[src/line_rasterizer_assert.svh]
// ----------------------------------------------------------------------------
// line_rasterizer_assert.svh
// Assertion macros shared by the line rasterizer RTL.
// ----------------------------------------------------------------------------
`ifndef LINE_RASTERIZER_ASSERT_SVH
`define LINE_RASTERIZER_ASSERT_SVH

// The consequent must hold in the same cycle as the antecedent.
`define LR_ASSERT_NOW(label, ante, cons, msg) \
  label: assert property (@(posedge clk) disable iff (rst) (ante) |-> (cons)) \
    else $error(msg);

// The consequent must hold in the cycle after the antecedent.
`define LR_ASSERT_NEXT(label, ante, cons, msg) \
  label: assert property (@(posedge clk) disable iff (rst) (ante) |=> (cons)) \
    else $error(msg);

`endif

[src/lr_pkg.sv]
// ----------------------------------------------------------------------------
// lr_pkg
// Shared widths, register indexes and the queued line command type.
// ----------------------------------------------------------------------------
`default_nettype none

package lr_pkg;

  localparam int COORD_W             = 6;
  localparam int COLOR_W             = 8;
  localparam int REG_W               = 7;
  localparam int CNT_W               = 7;
  localparam int ERR_W               = 9;
  localparam int CFG_IDX_W           = 1;
  localparam int DEFAULT_SURFACE_DIM = 64;
  localparam int QDEPTH              = 2;
  localparam int QPTR_W              = $clog2(QDEPTH);

  localparam logic [CFG_IDX_W-1:0] CFG_SURFACE_WIDTH  = 1'b0;
  localparam logic [CFG_IDX_W-1:0] CFG_SURFACE_HEIGHT = 1'b1;

  // One classified line, ready for the stepper.
  typedef struct packed {
    logic [COORD_W-1:0]      x0;
    logic [COORD_W-1:0]      y0;
    logic [COORD_W-1:0]      dx;
    logic [COORD_W-1:0]      dy;
    logic                    y_down;
    logic                    steep;
    logic signed [ERR_W-1:0] err0;
    logic [COORD_W-1:0]      last_idx;
    logic [COLOR_W-1:0]      color;
  } cmd_t;

  typedef struct packed {
    logic full;
    logic empty;
  } q_stat_t;

endpackage

`default_nettype wire

[src/lr_cmd_queue.sv]
// ----------------------------------------------------------------------------
// lr_cmd_queue
// Small register FIFO of classified line commands between front and stepper.
// ----------------------------------------------------------------------------
`default_nettype none

module lr_cmd_queue (
  input  wire logic          clk,
  input  wire logic          rst,
  input  wire logic          push,
  input  wire lr_pkg::cmd_t  push_cmd,
  input  wire logic          pop,
  output lr_pkg::cmd_t       head,
  output lr_pkg::q_stat_t    stat
);
  import lr_pkg::*;

  cmd_t               entries [QDEPTH];
  logic [QPTR_W-1:0]  wr_ptr;
  logic [QPTR_W-1:0]  rd_ptr;
  logic [QPTR_W:0]    fill;

  always_ff @(posedge clk) begin
    if (push) begin
      entries[wr_ptr] <= push_cmd;
    end
  end

  always_ff @(posedge clk) begin
    if (rst) begin
      wr_ptr <= '0;
      rd_ptr <= '0;
      fill   <= '0;
    end else begin
      if (push) begin
        wr_ptr <= (wr_ptr == QPTR_W'(QDEPTH - 1)) ? '0 : wr_ptr + 1'b1;
      end
      if (pop) begin
        rd_ptr <= (rd_ptr == QPTR_W'(QDEPTH - 1)) ? '0 : rd_ptr + 1'b1;
      end
      if (push && !pop) begin
        fill <= fill + 1'b1;
      end else if (pop && !push) begin
        fill <= fill - 1'b1;
      end
    end
  end

  assign head       = entries[rd_ptr];
  assign stat.full  = (fill == (QPTR_W + 1)'(QDEPTH));
  assign stat.empty = (fill == '0);

endmodule

`default_nettype wire

[src/lr_front.sv]
// ----------------------------------------------------------------------------
// lr_front
// Accepts a line request and classifies it: walk origin, deltas, step
// direction, steepness, starting error term and dot count.
// ----------------------------------------------------------------------------
`default_nettype none

module lr_front #(
  parameter int SURFACE_DIM = lr_pkg::DEFAULT_SURFACE_DIM
) (
  input  wire logic [lr_pkg::COORD_W-1:0] start_x,
  input  wire logic [lr_pkg::COORD_W-1:0] start_y,
  input  wire logic [lr_pkg::COORD_W-1:0] end_x,
  input  wire logic [lr_pkg::COORD_W-1:0] end_y,
  input  wire logic [lr_pkg::COLOR_W-1:0] pen_color,
  output lr_pkg::cmd_t                    cmd
);
  import lr_pkg::*;

  localparam logic [CNT_W-1:0] DOT_LIMIT = CNT_W'(SURFACE_DIM);

  logic                    swap;
  logic                    y_neg;
  logic [COORD_W-1:0]      dx;
  logic [COORD_W-1:0]      dy;
  logic signed [COORD_W+1:0] diff;
  logic signed [COORD_W+1:0] diff_adj;
  logic signed [COORD_W+1:0] half;
  logic [CNT_W-1:0]        total;
  logic [CNT_W-1:0]        dots;

  always_comb begin
    swap  = (end_x < start_x);
    y_neg = (end_y < start_y);
    dx    = swap  ? (start_x - end_x) : (end_x - start_x);
    dy    = y_neg ? (start_y - end_y) : (end_y - start_y);

    // Halve dx - dy with truncation toward zero: bias negatives by one first.
    diff     = $signed({2'b00, dx}) - $signed({2'b00, dy});
    diff_adj = diff + $signed({{(COORD_W+1){1'b0}}, diff[COORD_W+1]});
    half     = diff_adj >>> 1;

    cmd.steep  = (dy > dx);
    total      = cmd.steep ? ({1'b0, dy} + 1'b1) : ({1'b0, dx} + 1'b1);
    dots       = (total > DOT_LIMIT) ? DOT_LIMIT : total;

    cmd.x0       = swap ? end_x : start_x;
    cmd.y0       = swap ? end_y : start_y;
    cmd.dx       = dx;
    cmd.dy       = dy;
    cmd.y_down   = y_neg ^ swap;
    cmd.err0     = {{(ERR_W-COORD_W-2){half[COORD_W+1]}}, half};
    cmd.last_idx = COORD_W'(dots - 1'b1);
    cmd.color    = pen_color;
  end

endmodule

`default_nettype wire

[src/lr_stepper.sv]
// ----------------------------------------------------------------------------
// lr_stepper
// Walks one queued line, one dot per cycle, and registers each dot out.
// ----------------------------------------------------------------------------
`default_nettype none

`include "line_rasterizer_assert.svh"

module lr_stepper (
  input  wire logic                       clk,
  input  wire logic                       rst,
  input  wire lr_pkg::cmd_t               head,
  input  wire lr_pkg::q_stat_t            q_stat,
  output logic                            pop,
  input  wire logic [lr_pkg::REG_W-1:0]   surface_width,
  input  wire logic [lr_pkg::REG_W-1:0]   surface_height,
  output logic                            dot_strobe,
  output logic [lr_pkg::COORD_W-1:0]      dot_x,
  output logic [lr_pkg::COORD_W-1:0]      dot_y,
  output logic [lr_pkg::COLOR_W-1:0]      dot_color,
  output logic                            visible,
  output logic                            last_dot
);
  import lr_pkg::*;

  logic                    active;
  logic [COORD_W-1:0]      cur_x;
  logic [COORD_W-1:0]      cur_y;
  logic signed [ERR_W-1:0] err;
  logic [COORD_W-1:0]      remain;
  logic [COORD_W-1:0]      dx;
  logic [COORD_W-1:0]      dy;
  logic                    y_down;
  logic                    steep;
  logic [COLOR_W-1:0]      color;

  logic                    load;
  logic signed [ERR_W-1:0] err_a;
  logic [COORD_W-1:0]      x_next;
  logic [COORD_W-1:0]      y_next;
  logic signed [ERR_W-1:0] err_next;
  logic [COORD_W-1:0]      y_stepped;

  assign load = !active || (remain == '0);
  assign pop  = load && !q_stat.empty;

  always_comb begin
    y_stepped = y_down ? (cur_y - 1'b1) : (cur_y + 1'b1);
    if (!steep) begin
      err_a  = err - $signed({{(ERR_W-COORD_W){1'b0}}, dy});
      x_next = cur_x + 1'b1;
      if (err_a < 0) begin
        err_next = err_a + $signed({{(ERR_W-COORD_W){1'b0}}, dx});
        y_next   = y_stepped;
      end else begin
        err_next = err_a;
        y_next   = cur_y;
      end
    end else begin
      err_a  = err + $signed({{(ERR_W-COORD_W){1'b0}}, dx});
      y_next = y_stepped;
      if (err_a > 0) begin
        err_next = err_a - $signed({{(ERR_W-COORD_W){1'b0}}, dy});
        x_next   = cur_x + 1'b1;
      end else begin
        err_next = err_a;
        x_next   = cur_x;
      end
    end
  end

  always_ff @(posedge clk) begin
    if (rst) begin
      active     <= 1'b0;
      dot_strobe <= 1'b0;
    end else begin
      dot_strobe <= active;
      if (load) begin
        active <= !q_stat.empty;
      end
    end
  end

  always_ff @(posedge clk) begin
    if (active) begin
      dot_x     <= cur_x;
      dot_y     <= cur_y;
      dot_color <= color;
      visible   <= ({1'b0, cur_x} < surface_width) && ({1'b0, cur_y} < surface_height);
      last_dot  <= (remain == '0);
    end
    if (pop) begin
      cur_x  <= head.x0;
      cur_y  <= head.y0;
      err    <= head.err0;
      remain <= head.last_idx;
      dx     <= head.dx;
      dy     <= head.dy;
      y_down <= head.y_down;
      steep  <= head.steep;
      color  <= head.color;
    end else if (active) begin
      cur_x  <= x_next;
      cur_y  <= y_next;
      err    <= err_next;
      remain <= remain - 1'b1;
    end
  end

  `LR_ASSERT_NEXT(a_idle_no_dot, !active, !dot_strobe, "dot emitted while stepper idle")
  `LR_ASSERT_NEXT(a_walk_continues, active && (remain != '0), dot_strobe && active,
                  "line walk stopped before its last dot")
  `LR_ASSERT_NOW(a_pop_nonempty, pop, !q_stat.empty, "command taken from empty queue")
  `LR_ASSERT_NOW(a_mid_dot_active, dot_strobe && !last_dot, active,
                 "stepper went idle in the middle of a line")

endmodule

`default_nettype wire

[src/line_rasterizer.sv]
// ----------------------------------------------------------------------------
// line_rasterizer
// Integer error-term line rasterizer with surface clipping.
// ----------------------------------------------------------------------------
// A line request (two endpoints and a pen color) is taken at a rising edge
// where start is high and busy is low. The line produces max(|dx|,|dy|)+1
// dots, capped at SURFACE_DIM, one dot per clock cycle on dot_strobe; the
// receiver cannot stall, so every strobed dot must be captured in that cycle.
// With the stepper free, a request's first dot follows the queue and walk
// registers. The single error-term stepper sets the rate: it holds a line
// until its last dot, and the next queued line follows with no gap. Requests
// are classified up front and held in a two-entry queue, so busy rises only
// when two lines wait behind the one being drawn. visible is low for dots
// outside surface_width by surface_height; last_dot marks the final dot of
// each line. The surface registers are written through cfg_we, cfg_index and
// cfg_data and should only change while no line is in flight.
// ----------------------------------------------------------------------------
`default_nettype none

module line_rasterizer #(
  parameter int SURFACE_DIM = lr_pkg::DEFAULT_SURFACE_DIM
) (
  input  wire logic                         clk,
  input  wire logic                         rst,
  input  wire logic                         cfg_we,
  input  wire logic [lr_pkg::CFG_IDX_W-1:0] cfg_index,
  input  wire logic [lr_pkg::REG_W-1:0]     cfg_data,
  input  wire logic                         start,
  output logic                              busy,
  input  wire logic [lr_pkg::COORD_W-1:0]   start_x,
  input  wire logic [lr_pkg::COORD_W-1:0]   start_y,
  input  wire logic [lr_pkg::COORD_W-1:0]   end_x,
  input  wire logic [lr_pkg::COORD_W-1:0]   end_y,
  input  wire logic [lr_pkg::COLOR_W-1:0]   pen_color,
  output logic                              dot_strobe,
  output logic [lr_pkg::COORD_W-1:0]        dot_x,
  output logic [lr_pkg::COORD_W-1:0]        dot_y,
  output logic [lr_pkg::COLOR_W-1:0]        dot_color,
  output logic                              visible,
  output logic                              last_dot
);
  import lr_pkg::*;

  logic [REG_W-1:0] surface_width;
  logic [REG_W-1:0] surface_height;
  cmd_t             new_cmd;
  cmd_t             head;
  q_stat_t          q_stat;
  logic             push;
  logic             pop;

  // Clip size registers. Both come out of reset at the full surface size.
  always_ff @(posedge clk) begin
    if (rst) begin
      surface_width  <= REG_W'(SURFACE_DIM);
      surface_height <= REG_W'(SURFACE_DIM);
    end else if (cfg_we) begin
      case (cfg_index)
        CFG_SURFACE_WIDTH:  surface_width  <= cfg_data;
        CFG_SURFACE_HEIGHT: surface_height <= cfg_data;
        default: ;
      endcase
    end
  end

  // A request enters the queue whenever the queue has room.
  assign busy = q_stat.full;
  assign push = start && !busy;

  lr_front #(
    .SURFACE_DIM(SURFACE_DIM)
  ) u_front (
    .start_x  (start_x),
    .start_y  (start_y),
    .end_x    (end_x),
    .end_y    (end_y),
    .pen_color(pen_color),
    .cmd      (new_cmd)
  );

  lr_cmd_queue u_queue (
    .clk     (clk),
    .rst     (rst),
    .push    (push),
    .push_cmd(new_cmd),
    .pop     (pop),
    .head    (head),
    .stat    (q_stat)
  );

  // The stepper pulls the next line from the queue on the cycle it registers the
  // last dot of the current one, so consecutive lines stream without a bubble.
  lr_stepper u_stepper (
    .clk           (clk),
    .rst           (rst),
    .head          (head),
    .q_stat        (q_stat),
    .pop           (pop),
    .surface_width (surface_width),
    .surface_height(surface_height),
    .dot_strobe    (dot_strobe),
    .dot_x         (dot_x),
    .dot_y         (dot_y),
    .dot_color     (dot_color),
    .visible       (visible),
    .last_dot      (last_dot)
  );

endmodule

`default_nettype wire
[config.mk]
export PLATFORM = sky130hd
export DESIGN_NAME = line_rasterizer
export DESIGN_NICKNAME = d
export VERILOG_FILES = /design/src/lr_pkg.sv /design/src/lr_cmd_queue.sv /design/src/lr_front.sv /design/src/lr_stepper.sv /design/src/line_rasterizer.sv
export VERILOG_INCLUDE_DIRS = /design/src /design/src/src
export SDC_FILE = /design/constraint.sdc
export NUM_CORES = 1
export LEC_CHECK = 0
export ABC_AREA = 1
export ABC_CLOCK_PERIOD_IN_PS = 5200
export BUFFER_PORTS_ARGS = -buffer_cell sky130_fd_sc_hd__buf_4
export CORE_MARGIN = 3
export CORE_UTILIZATION = 62
export DETAILED_ROUTE_END_ITERATION = 8
export GPL_TIMING_DRIVEN = 0
export PLACE_DENSITY = 0.91
export RECOVER_POWER = 100
export SLEW_MARGIN = 20
export SYNTH_ARGS = -nofsm -noshare
export SYNTH_HDL_FRONTEND = slang
export SYNTH_SLANG_ARGS = --single-unit
export TNS_END_PERCENT = 1
[constraint.sdc]
create_clock -name clk -period 5.2 [get_ports clk]
set_clock_uncertainty 0.2 [all_clocks]
set_input_delay 0.78 -clock clk [delete_from_list [all_inputs] [get_ports clk]]
set_output_delay 0.78 -clock clk [all_outputs]
set_load 0.05 [all_outputs]
Word level (Yosys, flattened, before mapping)
Memories as Yosys holds them, arrays and structs flattened. A register that Yosys moved wholly into a read port is not among the register bits.
Index checks and enable logic that the tools add are counted.
{ "totals": {"regBits": 91, "in_bits": 44, "mem_bits_rw": 98, "out_inout_bits": 24, "word_cells": 105, "mem_count": 1} }
{ "classes": {"mux": 30, "eq_ne": 2, "n_bitwise": 2, "n_reduce_logical": 20, "addsub": 21, "n_lt_le_gt_ge": 8} }
{ "mem_list": {"columns": ["name", "words", "word_bits", "read_ports", "rd_clocked_by_memory_dff", "write_ports", "line", "rtl"], "rows": [
  ["u_queue.entries", 2, 49, 1, 1, 1, "lr_cmd_queue.sv:18", "cmd_t entries [QDEPTH];"]
]} }
{ "ops": {"columns": ["operator", "n"], "rows": [
  ["$mux 6", 16],
  ["$mux 9", 5],
  ["$sub 6x6->6", 4],
  ["$add 9x7->9", 2],
  ["$sub 6x1->6 const B", 3],
  ["$sub 9x7->9", 2],
  ["$add 6x1->7 const B", 2],
  ["$lt 6x7->1", 2],
  ["$add 6x1->6 const B", 2],
  ["$lt 6x6->1", 2],
  ["$gt 9x1->1 const B", 1],
  ["$lt 9x1->1 const B", 1],
  ["$add 8x2->8", 1],
  ["$reduce_and 2->1", 4],
  ["$gt 7x7->1 const B", 1],
  ["$mux 7", 1],
  ["$sub 6x6->7", 1],
  ["$gt 6x6->1", 1],
  ["$logic_not 6->1", 1],
  ["$mux 1", 6],
  ["$logic_and 1x1->1", 5],
  ["$logic_not 1->1", 5],
  ["$mux 2", 2],
  ["$reduce_bool 2->1", 2],
  ["other kinds (10)", 11]
]} }

Depth between registers and ports, before layout
Gate-level depths: netlist of run 1.
{ "depth": {"ltp_word": 7, "depth_mapped": 30, "mapped_depth_nobuf": 30} }

Modules after synthesis
From an unflattened synthesis of run 1, not the netlist that was laid out.
{ "hier_totals": {"hier_cells": 1173, "hier_area_um2": 11374.7} }
{ "by_module_without_submodules": {"columns": ["mod", "instances", "cells_per_inst", "seq_area_each_um2", "area_per_inst_um2"], "rows": [
  ["lr_stepper", 1, 522, 2172.1, 4704.5],
  ["lr_cmd_queue", 1, 185, 3042.9, 3807.4],
  ["lr_front", 1, 388, 0.0, 2299.7],
  ["line_rasterizer", 1, 78, 280.3, 563.0]
]} }

Least setup slack after synthesis of run 1
OpenSTA, ideal clock, no wires.
{ "synth_path": {"path_type": "input port to flip-flop", "startpoint": "in end_y[0] in the netlist's numbering", "endpoint": "mem u_queue.entries[0][13] in the netlist's numbering, data pin", "required_time_ns": 4.743, "n_path_buf": 0, "setup_time_ns": 0.257, "slack_ns": 0.579, "arrival_ns": 4.164, "stages": 28, "path_cell_list": "inv_1 -> ha_1 -> fa_1 -> inv_1 -> nand2_1 -> nand2_1 -> nand3_2 -> nand2_4 -> a211oi_1 -> o211ai_1 -> xor2_1 -> inv_1 -> ha_1 -> inv_1 -> nor2_4 -> a21oi_4 -> nand3_1 -> nand2_1 -> ha_1 -> inv_1 -> nor2_4 -> nand4_4 -> nand2_2 -> nand2_2 -> clkinv_1 -> nand3_1 -> nand2_1 -> nand2_1"} }
{ "synth_rtl": {"columns": ["element", "line", "rtl"], "rows": [
  ["start, declared", "line_rasterizer.sv:33", "input wire logic [lr_pkg::COORD_W-1:0] end_y,"],
  ["end, declared", "lr_cmd_queue.sv:18", null]
]} }

==> flow_metrics.py, run 1 <==
metrics = {
    "outcome": {
        "status": "finished with violations",
        "violations": "max-capacitance violations, max-slew violations",
    },
    "sta": {
        "finalMaxSlewViolations": 93,
        "grt_setup_unrepaired": "false",
        "timing.fmax_mhz": 205,
        "period_minus_slack_ns": 4.87,
        "final-setup-viol-count": 0,
        "setup_tns_ns": 0,
        "worst_slack_ns": 0.328,
        "hold_viol_final": 0,
        "relSlewSlack": -0.179,
        "post-route-period-util": 0.937,
        "worstMarginPinSlew_ns": 1.75,
    },
    "logic_synthesis": {
        "async_flop_share": 0,
        "synth.ff_latch_count": 186,
        "seq_area_frac_synth": 0.503,
        "synth-edff-count": 165,
        "synth_cells": 1129,
        "syn_nets": 1257,
        "syn_area_um2": 10700,
        "ys_types": 47,
        "synth_area_leaders": "edfxtp_1 46%, nand2_1 10%, ha_1 8.7%",
        "synthFlopType": "edfxtp_1",
        "yosysTopAreaCellShare": 0.463,
        "synth-warning-count": 0,
        "yosysTopAreaCell": "edfxtp_1",
        "syn_area_per_cell_um2": 9.47,
    },
    "hold_path": {
        "hold_start": "u_stepper.color[3]$_DFFE_PP_",
        "hold_class": "register to register",
        "holdPathEnd": "u_stepper.dot_color[3]$_DFFE_PP_",
        "min_path_cells": 0,
    },
    "job": {
        "cap_viol_max_count": 4,
    },
    "finish": {
        "drive_gt1_frac": 0.0998,
        "mostFrequentLayoutCells": "304 x nand2_1, 165 x edfxtp_1, 143 x inv_1",
        "area_growth_pct": 11.6,
        "layout_commonest_cell": "nand2_1",
        "fin_nets": 1347,
        "diodes": 0,
    },
    "clock_tree": {
        "cts_buffer_depth": 2,
        "cts_max_level": 4,
        "clkSinkCount": 186,
        "cts_tree": "done",
        "root_buffer": "clkbuf_16",
        "clk_pin_slew_ns": 0.07,
        "insertion_delay_ns": 0.44,
        "cts_buffers": 17,
        "cts.hold.buffers_added": 0,
    },
    "floorplanning": {
        "dieArea_um2": 18900,
        "initial_utilization": 0.638,
        "die_h_um": 137,
        "rows": 47,
        "pin_count": 68,
        "coreArea_um2": 16800,
        "die_w_um": 137,
    },
    "drt": {
        "drt_pass1_iterations": 6,
        "drtIter0Drc": 843,
        "ant_nets": 0,
        "wirelength_um": 25600,
        "num_vias": 8514,
        "drc": 0,
        "viasPerCell": 5.86,
        "drt-wirelength-per-cell_um": 17.7,
    },
    "global_route": {
        "grt_max_degree": 32,
        "antenna_found_initial": 0,
        "track_usage": 0.280,
        "grt_overflow": 0,
        "grt_pass1_wl_um": 40500,
        "grt_pass1_vias": 8362,
    },
    "critical_path": {
        "r2r_end": "u_stepper.cur_y[0]$_DFFE_PP_",
        "worstSetupStartpointType": "input pin",
        "crit_start": "start_x[0]",
        "critPathKind": "input pin to register",
        "critPathArrivalTime_ns": 4.84,
        "rrSetupSlack_ns": 0.80,
        "cp_max_fo": 10,
        "end_kind": "register",
        "required_ns": 5.17,
        "worst_r2r_path_depth": 9,
        "reg2reg_from": "u_stepper.remain[0]$_DFFE_PP_",
    },
    "placement": {
        "gp_congestion": 0.931,
        "dp_slack_ns": -0.158,
        "portBuffers": 67,
        "dp_hpwl_um": 17700,
    },
}
==> what timing repair did <==
item,in CTS,in global routing
endpoints found under the setup margin,0,5
buffers inserted,0,1
resized for setup,0,0
==> cell families after synthesis <==
logic type               Yosys count  share of synthesized area
AND/OR/NAND/NOR                  478                      0.198
flip-flops                       186                      0.503
XOR/XNOR                          53                     0.0448
buffers and inverters            176                     0.0645
AO/OA/AOI/OAI                    151                     0.0834
adder cells (fa/ha/maj)           84                      0.105
multiplexers                       1                   0.000936
==> metal layers <==
metal	vias to the layer above	GRT usage	part of all wire
met5	-	0	0
met4	0	0.141	0.048
met3	124	0.0588	0.091
met2	544	0.476	0.49
met1	3918	0.337	0.37
li1	3928	-	-
==> how the worst max path moves through the flow <==
stage,endpoint,slack (ns),cells past startpoint
after floorplan,u_queue.entries[0][13]$_DFFE_PP_,0.58,28
after global placement,u_queue.entries[1][13]$_DFFE_PP_,-0.03,28
after detailed placement,u_queue.entries[1][13]$_DFFE_PP_,-0.16,28
after CTS,u_queue.entries[1][13]$_DFFE_PP_,0.28,28
after global routing,u_queue.entries[1][13]$_DFFE_PP_,0.03,25
final,u_queue.entries[1][13]$_DFFE_PP_,0.33,24
==> cell usage after synthesis (14+ instances only) <==
library cell  instances
a31oi_1              14
inv_1               143
nand2_2              25
edfxtp_1            165
clkbuf_1             14
dfxtp_1              21
ha_1                 74
xor2_1               33
o21ai_0              43
nor2_1               53
xnor2_1              18
a21oi_1              57
nand3_1              60
nand2_1             297
==> critical path, cell delays in order <==
cell and delay (ns):
buf_4 0.12, ha_1 0.22, fa_1 0.47, nor3_1 0.26, nor2_2 0.12, o31ai_1 0.30
xor2_1 0.30, inv_1 0.13, ha_1 0.33, inv_1 0.14, nor2_4 0.07, a21oi_4 0.29
nand3_1 0.12, nand2_1 0.13, ha_1 0.19, inv_1 0.09, nor2_4 0.16, nand3_1 0.13
inv_1 0.09, nor2_1 0.06, inv_1 0.09, nand3_1 0.08, nand2_1 0.06, nand2_1 0.10
==> state kept, by name (all words and copies together), names as in the netlist, 7 cells and up, named ones only <==
| signal | flops |
|---|---|
| u_stepper.err | 9 |
| u_queue.entries | 94 |
| u_stepper.color | 8 |
| u_stepper.dot_color | 8 |
| surface_height | 7 |
| surface_width | 7 |
==> metrics by stage <==
| stage | instance area (um2) | std cells | util | hold slack (ns) |
|---|---|---|---|---|
| detailed placement | 11600 | 1419 | 0.689 | 0.206 |
| CTS | 12200 | 1451 | 0.725 | 0.223 |
| global placement | 11500 | 1416 | 0.684 | 0.200 |
| global route | 11900 | 1452 | 0.712 | 0.237 |
| floorplan | 10700 | 1129 | - | 0.200 |
| finish | 11900 | 1452 | 0.712 | 0.222 |
==> cell type report <==
| cell class | instances | area (um2) |
|---|---|---|
| sequential | 186 | 5380 |
| fill | 1120 | 4830 |
| multi-input combinational | 767 | 4590 |
| inverter | 150 | 563 |
| clock buffer | 22 | 474 |
| timing repair buffer | 71 | 398 |
| tap | 220 | 275 |
| clock inverter | 10 | 130 |
| buffer | 26 | 125 |
Power of run 1 is not shown: default switching activity piles up to over one toggle a cycle in this logic, so the estimate is an artifact.
==> run 2: changes to the inputs <==
--- a/config.mk
+++ b/config.mk
@@ -8,7 +8,7 @@
 export LEC_CHECK = 0
 export ABC_AREA = 1
 export ABC_CLOCK_PERIOD_IN_PS = 5200
-export BUFFER_PORTS_ARGS = -buffer_cell sky130_fd_sc_hd__buf_4
+export BUFFER_PORTS_ARGS = -buffer_cell sky130_fd_sc_hd__clkbuf_2
 export CORE_MARGIN = 3
 export CORE_UTILIZATION = 62
 export DETAILED_ROUTE_END_ITERATION = 8
==> flow_metrics.py, run 2 (same netlist as run 1, synthesis figures left out) <==
metrics = {
    "placement": {
        "gp_congestion": 0.934,
        "dp_hpwl_um": 18200,
        "place_area_um2": 11400,
        "portBuffers": 67,
    },
    "floorplanning": {
        "dieArea_um2": 18900,
        "die_h_um": 137,
        "pin_count": 68,
        "initial_utilization": 0.638,
        "coreArea_um2": 16800,
        "die_w_um": 137,
        "rows": 47,
    },
    "finish": {
        "multi_input_area_um2": 4590,
        "n_fill_cell": 1131,
        "final_util": 0.705,
        "register_area_um2": 5380,
        "largest_registers": "u_queue.entries (94), u_stepper.err (9)",
        "mostFrequentLayoutCells": "301 x nand2_1, 165 x edfxtp_1, 144 x inv_1",
        "diodes": 0,
        "fin_nets": 1346,
        "area_growth_pct": 10.5,
        "regMostFlops": "u_queue.entries",
        "drive_gt1_frac": 0.0975,
        "layout_commonest_cell": "nand2_1",
        "final_area_um2": 11800,
        "largest_register_ffs": 94,
    },
    "critical_path": {
        "critPathArrivalTime_ns": 4.78,
        "cp_max_fo": 10,
        "worstSetupStartpointType": "input pin",
        "r2r_end": "u_stepper.cur_y[2]$_DFFE_PP_",
        "rrSetupSlack_ns": 0.80,
        "reg2reg_from": "u_stepper.remain[0]$_DFFE_PP_",
        "critPathKind": "input pin to register",
        "required_ns": 5.19,
        "end_kind": "register",
        "worst_r2r_path_depth": 9,
    },
    "clock_tree": {
        "cts.hold.buffers_added": 0,
        "cts_max_level": 4,
        "cts_resized": 0,
        "root_buffer": "clkbuf_16",
        "cts_buffers": 17,
        "clkSinkCount": 186,
        "cts_tree": "done",
        "clk_pin_slew_ns": 0.07,
        "insertion_delay_ns": 0.44,
        "cts_buffer_depth": 2,
    },
    "outcome": {
        "violations": "max-capacitance violations, max-slew violations",
        "status": "finished with violations",
    },
    "global_route": {
        "grt_max_degree": 32,
        "grt_overflow": 0,
        "grt_pass1_wl_um": 41200,
        "antenna_found_initial": 0,
        "grt_pass1_vias": 8317,
        "track_usage": 0.283,
    },
    "sta": {
        "relSlewSlack": -0.308,
        "hold_viol_final": 0,
        "finalMaxSlewViolations": 144,
        "grt_setup_unrepaired": "false",
        "period_minus_slack_ns": 4.79,
        "setup_tns_ns": 0,
        "post-route-period-util": 0.921,
        "hold-worst-slack_ns": 0.223,
        "final-setup-viol-count": 0,
        "timing.fmax_mhz": 209,
        "worstMarginPinSlew_ns": 1.95,
    },
    "drt": {
        "drt_pass1_iterations": 8,
        "drc": 0,
        "viasPerCell": 5.84,
        "wirelength_um": 26100,
        "drtIter0Drc": 890,
        "drt-wirelength-per-cell_um": 18.0,
        "num_vias": 8467,
        "ant_nets": 0,
    },
    "hold_path": {
        "hold_class": "register to register",
        "holdPathEnd": "u_stepper.dot_color[3]$_DFFE_PP_",
        "min_path_cells": 0,
        "hold_start": "u_stepper.color[3]$_DFFE_PP_",
    },
    "job": {
        "cap_viol_max_count": 6,
    },
}
[run 2: worst max path at each step]
stage / start / to / slack, ns
5_1_grt: end_y[0] / u_queue.entries[1][13]$_DFFE_PP_ / 0.04
2_1_floorplan: end_y[0] / u_queue.entries[0][13]$_DFFE_PP_ / 0.58
6_report: end_x[0] / u_queue.entries[1][13]$_DFFE_PP_ / 0.41
3_5_place_dp: end_y[0] / u_queue.entries[1][13]$_DFFE_PP_ / -0.17
3_3_place_gp: end_y[0] / u_queue.entries[0][13]$_DFFE_PP_ / -0.03
4_1_cts: end_y[0] / u_queue.entries[1][13]$_DFFE_PP_ / 0.30
[run 2: layout make-up]
type,count,area share
buffer,26,0.0106
tap,220,0.0233
inverter,150,0.0477
multi-input combinational,767,0.389
clock inverter,15,0.0135
sequential,186,0.455
timing repair buffer,70,0.0254
clock buffer,17,0.0360
[run 2: through the flow]
step / std cells / worst slack (ns)
finish: 1451 / 0.410
global route: 1451 / 0.0397
CTS: 1450 / 0.295
detailed placement: 1418 / -0.168
global placement: 1416 / -0.0260
floorplan: 1129 / 0.579
[run 2: worst max-delay path: stages]
cell and delay (ns):
clkbuf_2 0.09, inv_1 0.05, ha_1 0.21, fa_1 0.45, nor3_1 0.21, nor2_1 0.16
o31ai_1 0.31, xor2_1 0.28, inv_1 0.14, ha_1 0.33, inv_1 0.13, nor2_4 0.07
a21oi_4 0.29, nand3_1 0.12, nand2_1 0.13, ha_1 0.20, inv_1 0.11, nor2_4 0.17
nand4_4 0.10, nand2_2 0.12, nand2_2 0.07, clkinv_1 0.06, nand3_1 0.07, nand2_1 0.07
nand2_1 0.06
[run 2: metal layers]
layer	vias to the layer above	wire length, um	track usage
met1	3913	9590	0.341
met4	0	1000	0.120
met3	108	2350	0.0562
li1	3931	-	-
met5	-	0	0
met2	515	13200	0.497
[run 2: what timing repair did]
action,in CTS,in global routing
setup endpoints to repair,0,4
setup buffers,0,1
hold endpoints to repair,0,0
Power of run 2 is left out for the same reason.
